### src/design/shf_pkg.sv
// shared types, constants and mix helpers for the simhash fingerprint block
// used by every module under design/
`timescale 1ns / 1ps
`default_nettype none

package shf_pkg;

  localparam int unsigned MAX_TEXT_LEN = 65536;
  // vote counters must hold +/-MAX_TEXT_LEN as signed values
  localparam int unsigned VOTE_W = $clog2(MAX_TEXT_LEN + 1) + 1;

  localparam int unsigned HASH_W = 64;
  localparam int unsigned HALF_W = HASH_W / 2;
  localparam int unsigned BYTE_W = 8;
  localparam int unsigned PAIR_W = 2 * BYTE_W;
  localparam int unsigned ROT_SH = 31;
  localparam int unsigned FOLD_SH = 33;

  localparam logic signed [VOTE_W-1:0] VOTE_MAX = VOTE_W'(MAX_TEXT_LEN);
  localparam logic signed [VOTE_W-1:0] VOTE_MIN = -VOTE_MAX;
  localparam logic signed [VOTE_W-1:0] VOTE_ONE = VOTE_W'(1);

  localparam logic [HASH_W-1:0] MIX_C1 = 64'hC6A4A7935BD1E995;
  localparam logic [HASH_W-1:0] MIX_C2 = 64'hFF51AFD7ED558CCD;
  localparam logic [HASH_W-1:0] MIX_C3 = 64'hC4CEB9FE1A85EC53;
  localparam logic [HASH_W-1:0] MIX_C1_X2 = MIX_C1 << 1;
  localparam logic [HASH_W-1:0] MIX_C1_X3 = MIX_C1_X2 + MIX_C1;
  localparam logic [HASH_W-1:0] SEED_RESET = 64'd42;

  // window length codes
  localparam logic [1:0] LEN_ONE = 2'd1;
  localparam logic [1:0] LEN_TWO = 2'd2;
  localparam logic [1:0] LEN_FULL = 2'd3;

  // job queue between front and back
  localparam int unsigned QDEPTH = 4;
  localparam int unsigned QPTR_W = $clog2(QDEPTH);
  localparam int unsigned QCNT_W = $clog2(QDEPTH + 1);

  typedef struct packed {
    logic              last;
    logic [1:0]        len;
    logic [PAIR_W-1:0] pair;
    logic [BYTE_W-1:0] tail_byte;
  } job_t;

  typedef struct packed {
    logic              start;
    logic [HASH_W-1:0] a;
    logic [HASH_W-1:0] b;
  } mul_req_t;

  typedef struct packed {
    logic              done;
    logic [HASH_W-1:0] p;
  } mul_rsp_t;

  typedef enum logic [2:0] {
    ST_IDLE,
    ST_ISSUE,
    ST_WAIT,
    ST_VOTE,
    ST_EMIT
  } back_state_t;

  typedef enum logic [2:0] {
    PH_PAIR,
    PH_PROT,
    PH_TAIL,
    PH_TROT,
    PH_FIN2,
    PH_FIN3
  } mix_phase_t;

  function automatic logic [HASH_W-1:0] rotl31(input logic [HASH_W-1:0] x);
    return (x << ROT_SH) | (x >> (HASH_W - ROT_SH));
  endfunction

  function automatic logic [HASH_W-1:0] fold33(input logic [HASH_W-1:0] x);
    return x ^ (x >> FOLD_SH);
  endfunction

  // len * C1 mod 2^64
  function automatic logic [HASH_W-1:0] len_c1(input logic [1:0] len);
    logic [HASH_W-1:0] r;
    unique case (len)
      LEN_ONE:  r = MIX_C1;
      LEN_TWO:  r = MIX_C1_X2;
      LEN_FULL: r = MIX_C1_X3;
      default:  r = '0;
    endcase
    return r;
  endfunction

endpackage

`default_nettype wire

### src/design/shf_front.sv
// front end: takes text bytes, tracks the trigram window and queues hash jobs
// depends on shf_pkg
`timescale 1ns / 1ps
`default_nettype none

module shf_front import shf_pkg::*; (
  input  wire logic              clk,
  input  wire logic              rst_n,
  input  wire logic              in_valid,
  output logic                   in_ready,
  input  wire logic [BYTE_W-1:0] in_text_byte,
  input  wire logic              in_end_of_text,
  input  wire logic              q_full,
  output logic                   job_push,
  output job_t                   job
);

  logic [PAIR_W-1:0] window_r;
  logic [PAIR_W-1:0] window_nxt;
  logic [1:0]        seen_r;
  logic [1:0]        seen_nxt;
  logic [1:0]        len;
  logic              accept;

  assign in_ready = !q_full;
  assign accept   = in_valid && in_ready;
  assign len      = (seen_r == LEN_FULL) ? LEN_FULL : seen_r + 2'd1;

  always_comb begin
    job.last      = in_end_of_text;
    job.len       = len;
    job.tail_byte = in_text_byte;
    // pair is b0 | b1 << 8
    if (len == LEN_FULL) job.pair = {window_r[BYTE_W-1:0], window_r[PAIR_W-1:BYTE_W]};
    else                 job.pair = {in_text_byte, window_r[BYTE_W-1:0]};
  end

  // short texts are hashed only at their last byte
  assign job_push = accept && (len == LEN_FULL || in_end_of_text);

  always_comb begin
    window_nxt = window_r;
    seen_nxt   = seen_r;
    if (accept) begin
      if (in_end_of_text) begin
        window_nxt = '0;
        seen_nxt   = '0;
      end else begin
        window_nxt = {window_r[BYTE_W-1:0], in_text_byte};
        seen_nxt   = len;
      end
    end
  end

  always_ff @(posedge clk) begin
    if (!rst_n) begin
      window_r <= '0;
      seen_r   <= '0;
    end else begin
      window_r <= window_nxt;
      seen_r   <= seen_nxt;
    end
  end

endmodule

`default_nettype wire

### config.mk
export PLATFORM = sky130hd
export DESIGN_NAME = shf_front
export DESIGN_NICKNAME = d
export VERILOG_FILES = /design/src/design/shf_pkg.sv /design/src/design/shf_front.sv
export SDC_FILE = /design/constraint.sdc
export NUM_CORES = 1
export LEC_CHECK = 0
export BUFFER_PORTS_ARGS = -buffer_cell sky130_fd_sc_hd__clkbuf_2
export CAP_MARGIN = 10
export CORE_ASPECT_RATIO = 0.9
export CORE_UTILIZATION = 50
export DETAILED_ROUTE_END_ITERATION = 6
export PLACE_DENSITY_LB_ADDON = 0.15
export REMOVE_ABC_BUFFERS = 1
export SETUP_SLACK_MARGIN = 0.05
export SLEW_MARGIN = 0
export SYNTH_ARGS = -nofsm -noshare
export SYNTH_HDL_FRONTEND = slang
export SYNTH_SLANG_ARGS = --single-unit
### constraint.sdc
create_clock -name clk -period 1.5 [get_ports clk]
set_input_delay 0.075 -clock clk [delete_from_list [all_inputs] [get_ports clk]]
set_output_delay 0.075 -clock clk [all_outputs]
set_load 0.005 [all_outputs]
==> results.md <==
- Status: finished clean
- Initial Utilization: 0.531
- Worst r2r src: seen_r[1]
- Hold EP: window_r[2]
- Crit path buf inv count: 2
- Clk_lat worst skew: 0.29 ns
- Kind of critical path: flip-flop to output port
- Crit path arrival time: 1.29 ns
- First-pass GRT wire length: 3150 µm
- Max_cap viols: 0
- Fmax: 0.732 GHz
- Crit. End Element: output port
- # fillers: 182
- Grt met2 use: 0.356
- Setup tns final: 0 ns
- Die Area: 0.00220 mm²
- Max Clock Skew: 0.00342 ns
- Leakage: 0.498 nW
- Residual DRC: 0
- Crit-path max FO: 12
- Area of the multi-input gates: 509 µm²
- Synthesis-stage register bit count: 18
- Htree depth: 1
- Final setup fails: 0
- Rows: 15
- Hold Crit Class: input pin to flip-flop
- Critical Path Source Type: flip-flop
- Max stage delay cell, worst path: mux2_2
- Min Clock Period, post-route: 1.37 ns
- Register area: 360 µm²
- Req. time, crit path: 1.42 ns
- Post-CTS Setup Inserts: 0
- Post-route non-filler standard cell count: 168
- Tot Pwr: 0.938 mW
- Reg-to-reg endpoint: seen_r[0]
- Drt total wl: 1960 µm
- Post-CTS Resized: 0
- I/O Buffers: 41
- Worst vdd ir: 0.660 mV
- GR Util All Layers: 0.188
- Pwr dens: 800 mW/mm²
- Avg WL per Cell: 11.7 µm
- Bufs on Longest Clock Path: 2
- Largest net degree at the start of global routing: 21
- CTS Buf Count: 3
- Fin. Hold Viols: 0
- Final Util: 0.618
- Commonest non-fill, non-tap cell in the layout: clkbuf_2
- Hold_buf cts: 0
- I/O pin count: 42
- Sequential area share after synthesis: 0.358
- Die width: 49.3 µm
- Worst path max stage delay: 0.35 ns
- Root Driver: clkbuf_4
- Yosys warning count: 0
- Reg2reg setup slack: 0.51 ns
- Routed via count: 861
- Synth area leader: dfxtp_1
- Die height: 44.6 µm
- RSZ-0062 raised after global routing: no
- Clock sink total: 18
- Worst-path clk slew: 0.11 ns
- Global placer's final weighted congestion: 0.700
- Fin crit share: 0.911
- Final #Nets: 157
- Top-area cell type share of the netlist area: 0.358
- Post-synthesis average cell area: 8.98 µm²
- Vias in the first global route: 735
- Cells on worst reg2reg path: 4
- Drt via density: 5.13
- GR peak layer: met2
- DRT iter0 DRCs: 12
- Area delta synth->final: 16.5%
- Post-route cell area: 0.00117 mm²
- Dpl cell area: 0.00114 mm²
- Met3 usage: 0.0653
- Hold path start: in_text_byte[2]
- Initial antenna violation count: 0
- Commonest cells after routing, fill and taps aside: clkbuf_2 (41), a21oi_1 (18), dfxtp_1 (18)
- Total grt overflow: 0
- DP Cell Count: 164
- CP cell instances: buf_4 > mux2_2 > clkbuf_2
- Worst-Margin Slew: 0.682 ns
- Core area: 0.00190 mm²
- Max-slew headroom: 0.545
- Unique masters post-synth: 16
- # diodes: 0
- Syn Inst Count: 112
- Worst Hold Depth: 3
- Met1 usage: 0.206
- Synthesized cell area: 0.00101 mm²
- Layout cells sized above 1: 0.469
- ANT nets after route: 0
- Worst path top cell family by delay: multiplexers
- Slew Viols, Final: 0
- CTS tree: done
- Dpl hpwl: 1340 µm
- First drt pass iteration count: 4
- Synth top area cells: dfxtp_1 (36%), mux2_2 (18%), nand3b_1 (13%)
## how the worst max path moves through the flow
stage,endpoint,slack [ns],from,cells past startpoint
2_1_floorplan,seen_r[0],0.34,seen_r[1],3
3_3_place_gp,window_r[2],0.45,q_full,4
3_5_place_dp,seen_r[0],0.42,q_full,4
4_1_cts,job[13],0.12,seen_r[1],3
5_1_grt,job[18],0.07,seen_r[1],3
6_report,job[19],0.13,seen_r[1],3
## cell type report
type	instances	share of cell area
Clock buffer	4	0.0309
Inverter	2	0.00640
Multi-Input combinational cell	75	0.434
Sequential cell	18	0.307
Tap cell	25	0.0267
Timing Repair Buffer	44	0.194
## per-stage QoR
stage                     hold slack, ns  worst slack, ns
after global routing              0.0315           0.0691
final                             0.0397            0.133
after floorplan                    0.150            0.336
after global placement             0.345            0.453
after detailed placement           0.348            0.422
after CTS                         0.0287            0.121
## tightest hold or removal path, stage by stage
cell and delay (ns):
clkbuf_2 0.10, nand3b_1 0.07, a21oi_1 0.06
## flip-flops by register name, indices dropped and copies added, names as in the netlist
signal    count
window_r     16
seen_r        2
## cells in the mapped netlist, drive strengths merged
master	count
clkinv	1
nand3b	17
or2	1
nor2b	1
inv	1
buf	15
nand2	17
mux2	16
nor2	2
dfxtp	18
nand2b	2
a211oi	1
clkbuf	2
a21oi	18
## cells by family (layout without fill, tap and decap cells)
logic type	after synthesis	in the layout	synth area share
simple gates	40	40	0.225
flops	18	18	0.358
compound gates	19	19	0.102
mux	16	16	0.179
buf+inv	19	50	0.136
## metal layers
| layer | part of all wire | routed length, µm |
|---|---|---|
| met5 | 0 | 0 |
| met4 | 0 | 0 |
| met3 | 0.041 | 81 |
| met2 | 0.51 | 1010 |
| met1 | 0.45 | 874 |
## power breakdown
group / switching (mW) / total [mW] / internal (mW)
clock network: 0.156 / 0.303 / 0.148
registers: 0.00818 / 0.495 / 0.487
logic: 0.0698 / 0.140 / 0.0697
total: 0.234 / 0.938 / 0.705
Note: power is estimated with default switching activity, not from simulation.
