File: src/design/shf_pkg.sv
// shared types, constants and mix helpers for the simhash fingerprint block
// used by every module under design/
`timescale 1ns / 1ps
`default_nettype none

package shf_pkg;

  localparam int unsigned MAX_TEXT_LEN = 65536;
  // vote counters must hold +/-MAX_TEXT_LEN as signed values
  localparam int unsigned VOTE_W = $clog2(MAX_TEXT_LEN + 1) + 1;

  localparam int unsigned HASH_W = 64;
  localparam int unsigned HALF_W = HASH_W / 2;
  localparam int unsigned BYTE_W = 8;
  localparam int unsigned PAIR_W = 2 * BYTE_W;
  localparam int unsigned ROT_SH = 31;
  localparam int unsigned FOLD_SH = 33;

  localparam logic signed [VOTE_W-1:0] VOTE_MAX = VOTE_W'(MAX_TEXT_LEN);
  localparam logic signed [VOTE_W-1:0] VOTE_MIN = -VOTE_MAX;
  localparam logic signed [VOTE_W-1:0] VOTE_ONE = VOTE_W'(1);

  localparam logic [HASH_W-1:0] MIX_C1 = 64'hC6A4A7935BD1E995;
  localparam logic [HASH_W-1:0] MIX_C2 = 64'hFF51AFD7ED558CCD;
  localparam logic [HASH_W-1:0] MIX_C3 = 64'hC4CEB9FE1A85EC53;
  localparam logic [HASH_W-1:0] MIX_C1_X2 = MIX_C1 << 1;
  localparam logic [HASH_W-1:0] MIX_C1_X3 = MIX_C1_X2 + MIX_C1;
  localparam logic [HASH_W-1:0] SEED_RESET = 64'd42;

  // window length codes
  localparam logic [1:0] LEN_ONE = 2'd1;
  localparam logic [1:0] LEN_TWO = 2'd2;
  localparam logic [1:0] LEN_FULL = 2'd3;

  // job queue between front and back
  localparam int unsigned QDEPTH = 4;
  localparam int unsigned QPTR_W = $clog2(QDEPTH);
  localparam int unsigned QCNT_W = $clog2(QDEPTH + 1);

  typedef struct packed {
    logic              last;
    logic [1:0]        len;
    logic [PAIR_W-1:0] pair;
    logic [BYTE_W-1:0] tail_byte;
  } job_t;

  typedef struct packed {
    logic              start;
    logic [HASH_W-1:0] a;
    logic [HASH_W-1:0] b;
  } mul_req_t;

  typedef struct packed {
    logic              done;
    logic [HASH_W-1:0] p;
  } mul_rsp_t;

  typedef enum logic [2:0] {
    ST_IDLE,
    ST_ISSUE,
    ST_WAIT,
    ST_VOTE,
    ST_EMIT
  } back_state_t;

  typedef enum logic [2:0] {
    PH_PAIR,
    PH_PROT,
    PH_TAIL,
    PH_TROT,
    PH_FIN2,
    PH_FIN3
  } mix_phase_t;

  function automatic logic [HASH_W-1:0] rotl31(input logic [HASH_W-1:0] x);
    return (x << ROT_SH) | (x >> (HASH_W - ROT_SH));
  endfunction

  function automatic logic [HASH_W-1:0] fold33(input logic [HASH_W-1:0] x);
    return x ^ (x >> FOLD_SH);
  endfunction

  // len * C1 mod 2^64
  function automatic logic [HASH_W-1:0] len_c1(input logic [1:0] len);
    logic [HASH_W-1:0] r;
    unique case (len)
      LEN_ONE:  r = MIX_C1;
      LEN_TWO:  r = MIX_C1_X2;
      LEN_FULL: r = MIX_C1_X3;
      default:  r = '0;
    endcase
    return r;
  endfunction

endpackage

`default_nettype wire

File: src/design/shf_queue.sv
// short job queue between the byte front end and the hash back end
// depends on shf_pkg (job_t, queue depth)
`timescale 1ns / 1ps
`default_nettype none

module shf_queue import shf_pkg::*; (
  input  wire logic clk,
  input  wire logic rst_n,
  input  wire logic push,
  input  wire job_t push_job,
  input  wire logic pop,
  output job_t      head_job,
  output logic      full,
  output logic      nonempty
);

  job_t              slots_r [QDEPTH];
  logic [QPTR_W-1:0] wr_ptr_r;
  logic [QPTR_W-1:0] rd_ptr_r;
  logic [QCNT_W-1:0] count_r;
  logic              do_push;
  logic              do_pop;

  assign full     = (count_r == QCNT_W'(QDEPTH));
  assign nonempty = (count_r != '0);
  assign head_job = slots_r[rd_ptr_r];
  assign do_push  = push && !full;
  assign do_pop   = pop && nonempty;

  always_ff @(posedge clk) begin
    if (!rst_n) begin
      wr_ptr_r <= '0;
      rd_ptr_r <= '0;
      count_r  <= '0;
    end else begin
      if (do_push) wr_ptr_r <= wr_ptr_r + QPTR_W'(1);
      if (do_pop) rd_ptr_r <= rd_ptr_r + QPTR_W'(1);
      if (do_push && !do_pop) count_r <= count_r + QCNT_W'(1);
      else if (do_pop && !do_push) count_r <= count_r - QCNT_W'(1);
    end
  end

  always_ff @(posedge clk) begin
    if (do_push) slots_r[wr_ptr_r] <= push_job;
  end

endmodule

`default_nettype wire

File: config.mk
export PLATFORM = sky130hd
export DESIGN_NAME = shf_queue
export DESIGN_NICKNAME = d
export VERILOG_FILES = /design/src/design/shf_pkg.sv /design/src/design/shf_queue.sv
export SDC_FILE = /design/constraint.sdc
export NUM_CORES = 1
export LEC_CHECK = 0
export BUFFER_PORTS_ARGS = -buffer_cell sky130_fd_sc_hd__buf_2
export CORE_UTILIZATION = 40
export CTS_CLUSTER_DIAMETER = 40
export DETAILED_ROUTE_END_ITERATION = 16
export PLACE_DENSITY = 0.69
export SLEW_MARGIN = 10
export SYNTH_ARGS = -nofsm -noshare
export SYNTH_HDL_FRONTEND = slang
export SYNTH_SLANG_ARGS = --single-unit
export TNS_END_PERCENT = 30
File: constraint.sdc
create_clock -name clk -period 4 [get_ports clk]
set_clock_uncertainty 0.05 [all_clocks]
set_input_delay 0 -clock clk [delete_from_list [all_inputs] [get_ports clk]]
set_output_delay 0 -clock clk [all_outputs]
set_load 0.01 [all_outputs]
==> impl_metrics.tcl <==
set metrics [dict create \
    tightest_slew_ns 0.986 \
    hold_start "push_job[5]" \
    grt.total_usage_pct 14.8 \
    crit_chain "nor3b_2 -> nor2b_1 -> ha_1 -> inv_1 -> fa_1 -> xor2_1 -> or3_1 -> a21boi_0" \
    firstDrtPassIters 4 \
    crit_start "count_r[0]" \
    slowest_delay_ns 0.49 \
    vias 2131 \
    finalHoldViolations 0 \
    cts_buffers 17 \
    slew_viol_final 0 \
    slew_headroom_pct 34.2 \
    root_buffer "clkbuf_8" \
    path_class "flop to flop" \
    insertedDiodeCount 0 \
    io_pins 60 \
    ys_types 23 \
    post_cts_resized 0 \
    gp_congestion 0.661 \
    design.core.area_um2 10800 \
    p_leak_nw 2.06 \
    place_area_um2 4830 \
    initial_core_util_pct 41.1 \
    powerDensity_nw_per_um2 703 \
    avgSynthCellArea_um2 23.4 \
    ant_nets 0 \
    total_power_mw 4.11 \
    syn_area_um2 4430 \
    drt_iter0_drc 87 \
    worstPathMaxFanout 7 \
    reg2reg_slack_ns 1.50 \
    min_path_type "primary input to flop" \
    synthMuxAreaShare_pct 14.7 \
    grt_max_degree 28 \
    whs_ns 0.188 \
    routed_wl_mm 7.67 \
    drive_gt1_share_pct 40.1 \
    start_kind "flop" \
    ff_latch_area_um2 3420 \
    reg2reg_from "count_r[0]" \
    grt_pass1_wl_mm 11.9 \
    synth-simple-area-share_pct 2.32 \
    r2r-end "count_r[2]" \
    drv_cap 0 \
    max_freq_mhz 401 \
    antenna_found_initial 0 \
    rsz0062_at_grt "false" \
    synth_top_family_by_area "multiplexers" \
    yosysTopAreaCell "edfxtp_1" \
    die-area_um2 11500 \
    endpoint_kind "flop" \
    post_cts_buffers 0 \
    yosys.area_share.adder_pct 1.86 \
    placed_cells 381 \
    ff2ff_path_depth 8 \
    drc 0 \
    fin_cells 444 \
    synth-xor-area-share_pct 0.791 \
    synth_compound_area_share_pct 0.932 \
    synthTopCellsByArea "edfxtp_1 73%, mux4_2 12%, dfxtp_1 4.1%" \
    grt_pass1_vias 2291 \
    viasPerCell 4.80 \
    final_area_um2 5840 \
    vdd_ir_drop_max_mv 0.356 \
    synth_cells 189 \
    fin_crit_sh_pct 62.4 \
    ys_seq_elements 117 \
    nets 328 \
    critical_path_arrival_ns 2.88 \
    cts_buffer_depth 2 \
    fin_tns_setup_ns 0 \
    place_ws_ns 1.54 \
    numPortBuffers 59 \
    worst_slack_ns 1.50 \
    multi_input_area_um2 920 \
    num_rows 38 \
    yosysSeqAreaShare_pct 77.3 \
    crit_end "count_r[2]" \
    status "finished clean" \
    clk_latency_ns 0.51 \
    areaGrowthSynthToFinish_pct 31.8 \
    post_drt_wl_per_cell_um 17.3 \
    fin_util_pct 54.1 \
    synth_top_cell_area_share_pct 73.2 \
    path_clk_slew_ns 0.06 \
    min_period_ns 2.50 \
    cts_hold_buf 31 \
    die-height_um 107 \
    nFillCells 851 \
    htree_num_levels 4 \
    syn_nets 226 \
    post-dp-hpwl_mm 4.30 \
    die_w_um 107 \
    overflow 0 \
    yosysWarnings 0 \
    cts.sinks 117 \
    slowest_stage "dfxtp_1" \
    cts_tree "done" \
    worstPathRequired_ns 4.38 \
    finalSetupViolCount 0 \
]
-- cell type report --
type	count	share of cell area, %
flip-flops and latches	117	58.6
multi-input cells	61	15.7
repair buffers	91	10.5
clock buffers	18	7.16
clock inverters	14	4.78
well taps	140	3.00
inverters	3	0.193
-- state kept, by name, indices dropped and copies added, names as in the netlist, named ones only --
name      cells
rd_ptr_r      2
slots_r     108
count_r       3
wr_ptr_r      2
-- cells in the mapped netlist --
master,instances
edfxtp_1,108
mux4_2,23
dfxtp_1,9
and2_1,8
ha_1,5
mux4_1,4
nand2_1,4
buf_2,3
inv_1,3
mux2i_1,3
xnor2_1,3
buf_12,2
buf_6,2
nor2b_1,2
or3_1,2
a21boi_0,1
clkbuf_1,1
fa_1,1
nor3b_2,1
o21ai_0,1
o311ai_2,1
o31ai_2,1
xor2_1,1
-- power by group --
| part | internal (mW) | leakage (nW) | switching, mW | total (mW) |
|---|---|---|---|---|
| clock | 1.26 | 0.335 | 0.520 | 1.78 |
| combinational | 0.389 | 0.662 | 0.321 | 0.710 |
| sequential | 1.49 | 1.06 | 0.124 | 1.62 |
-- logic make-up (layout without fill, tap and decap cells) --
| family | count (synthesis) | in the layout |
|---|---|---|
| AO/OA/AOI/OAI | 4 | 4 |
| AND/OR/NAND/NOR | 17 | 17 |
| XOR/XNOR | 4 | 4 |
| adder cells (fa/ha/maj) | 6 | 6 |
| buffers and inverters | 11 | 126 |
| multiplexers | 30 | 30 |
| flip-flops | 117 | 117 |
-- routing by layer --
layer	global-route usage, %	up-vias	part of all wire (%)
li1	-	988	-
met1	17.7	1074	41
met2	24.4	61	53
met3	4.74	8	4.9
met4	6.75	0	1.5
met5	0	-	0
-- worst min path at each step --
| stage | endpoint | slack, ns | cells past startpoint |
|---|---|---|---|
| 6_report | slots_r[3][5] | 0.19 | 2 |
| 4_1_cts | slots_r[3][2] | 0.17 | 2 |
| 5_1_grt | slots_r[0][11] | 0.18 | 2 |
| 3_5_place_dp | slots_r[2][24] | 0.17 | 1 |
| 3_3_place_gp | slots_r[1][26] | 0.16 | 1 |
| 2_1_floorplan | slots_r[0][0] | 0.05 | 0 |
-- critical path: cells and delay by family, from the launching register on --
family	cells	cell delay, ns
adders and majority gates	2	0.68
and+or+nand+nor	3	0.80
buffers and inverters	1	0.07
xor gates and xnor gates	1	0.16
DFF	1	0.49
AOI/OAI and AO/OA	1	0.17
-- cell usage in the layout, fill, tap and decap left out, types with 4 or more instances in the layout --
master and n:
bufinv_16 8, mux4_1 4, dfxtp_1 8, and2_2 4
nand2_1 4, mux4_2 23, and2_1 4, dlygate4sd3_1 31
ha_1 5, edfxtp_1 108, clkbuf_16 16, buf_2 59
No activity file was read; power rests on OpenSTA's default activity.
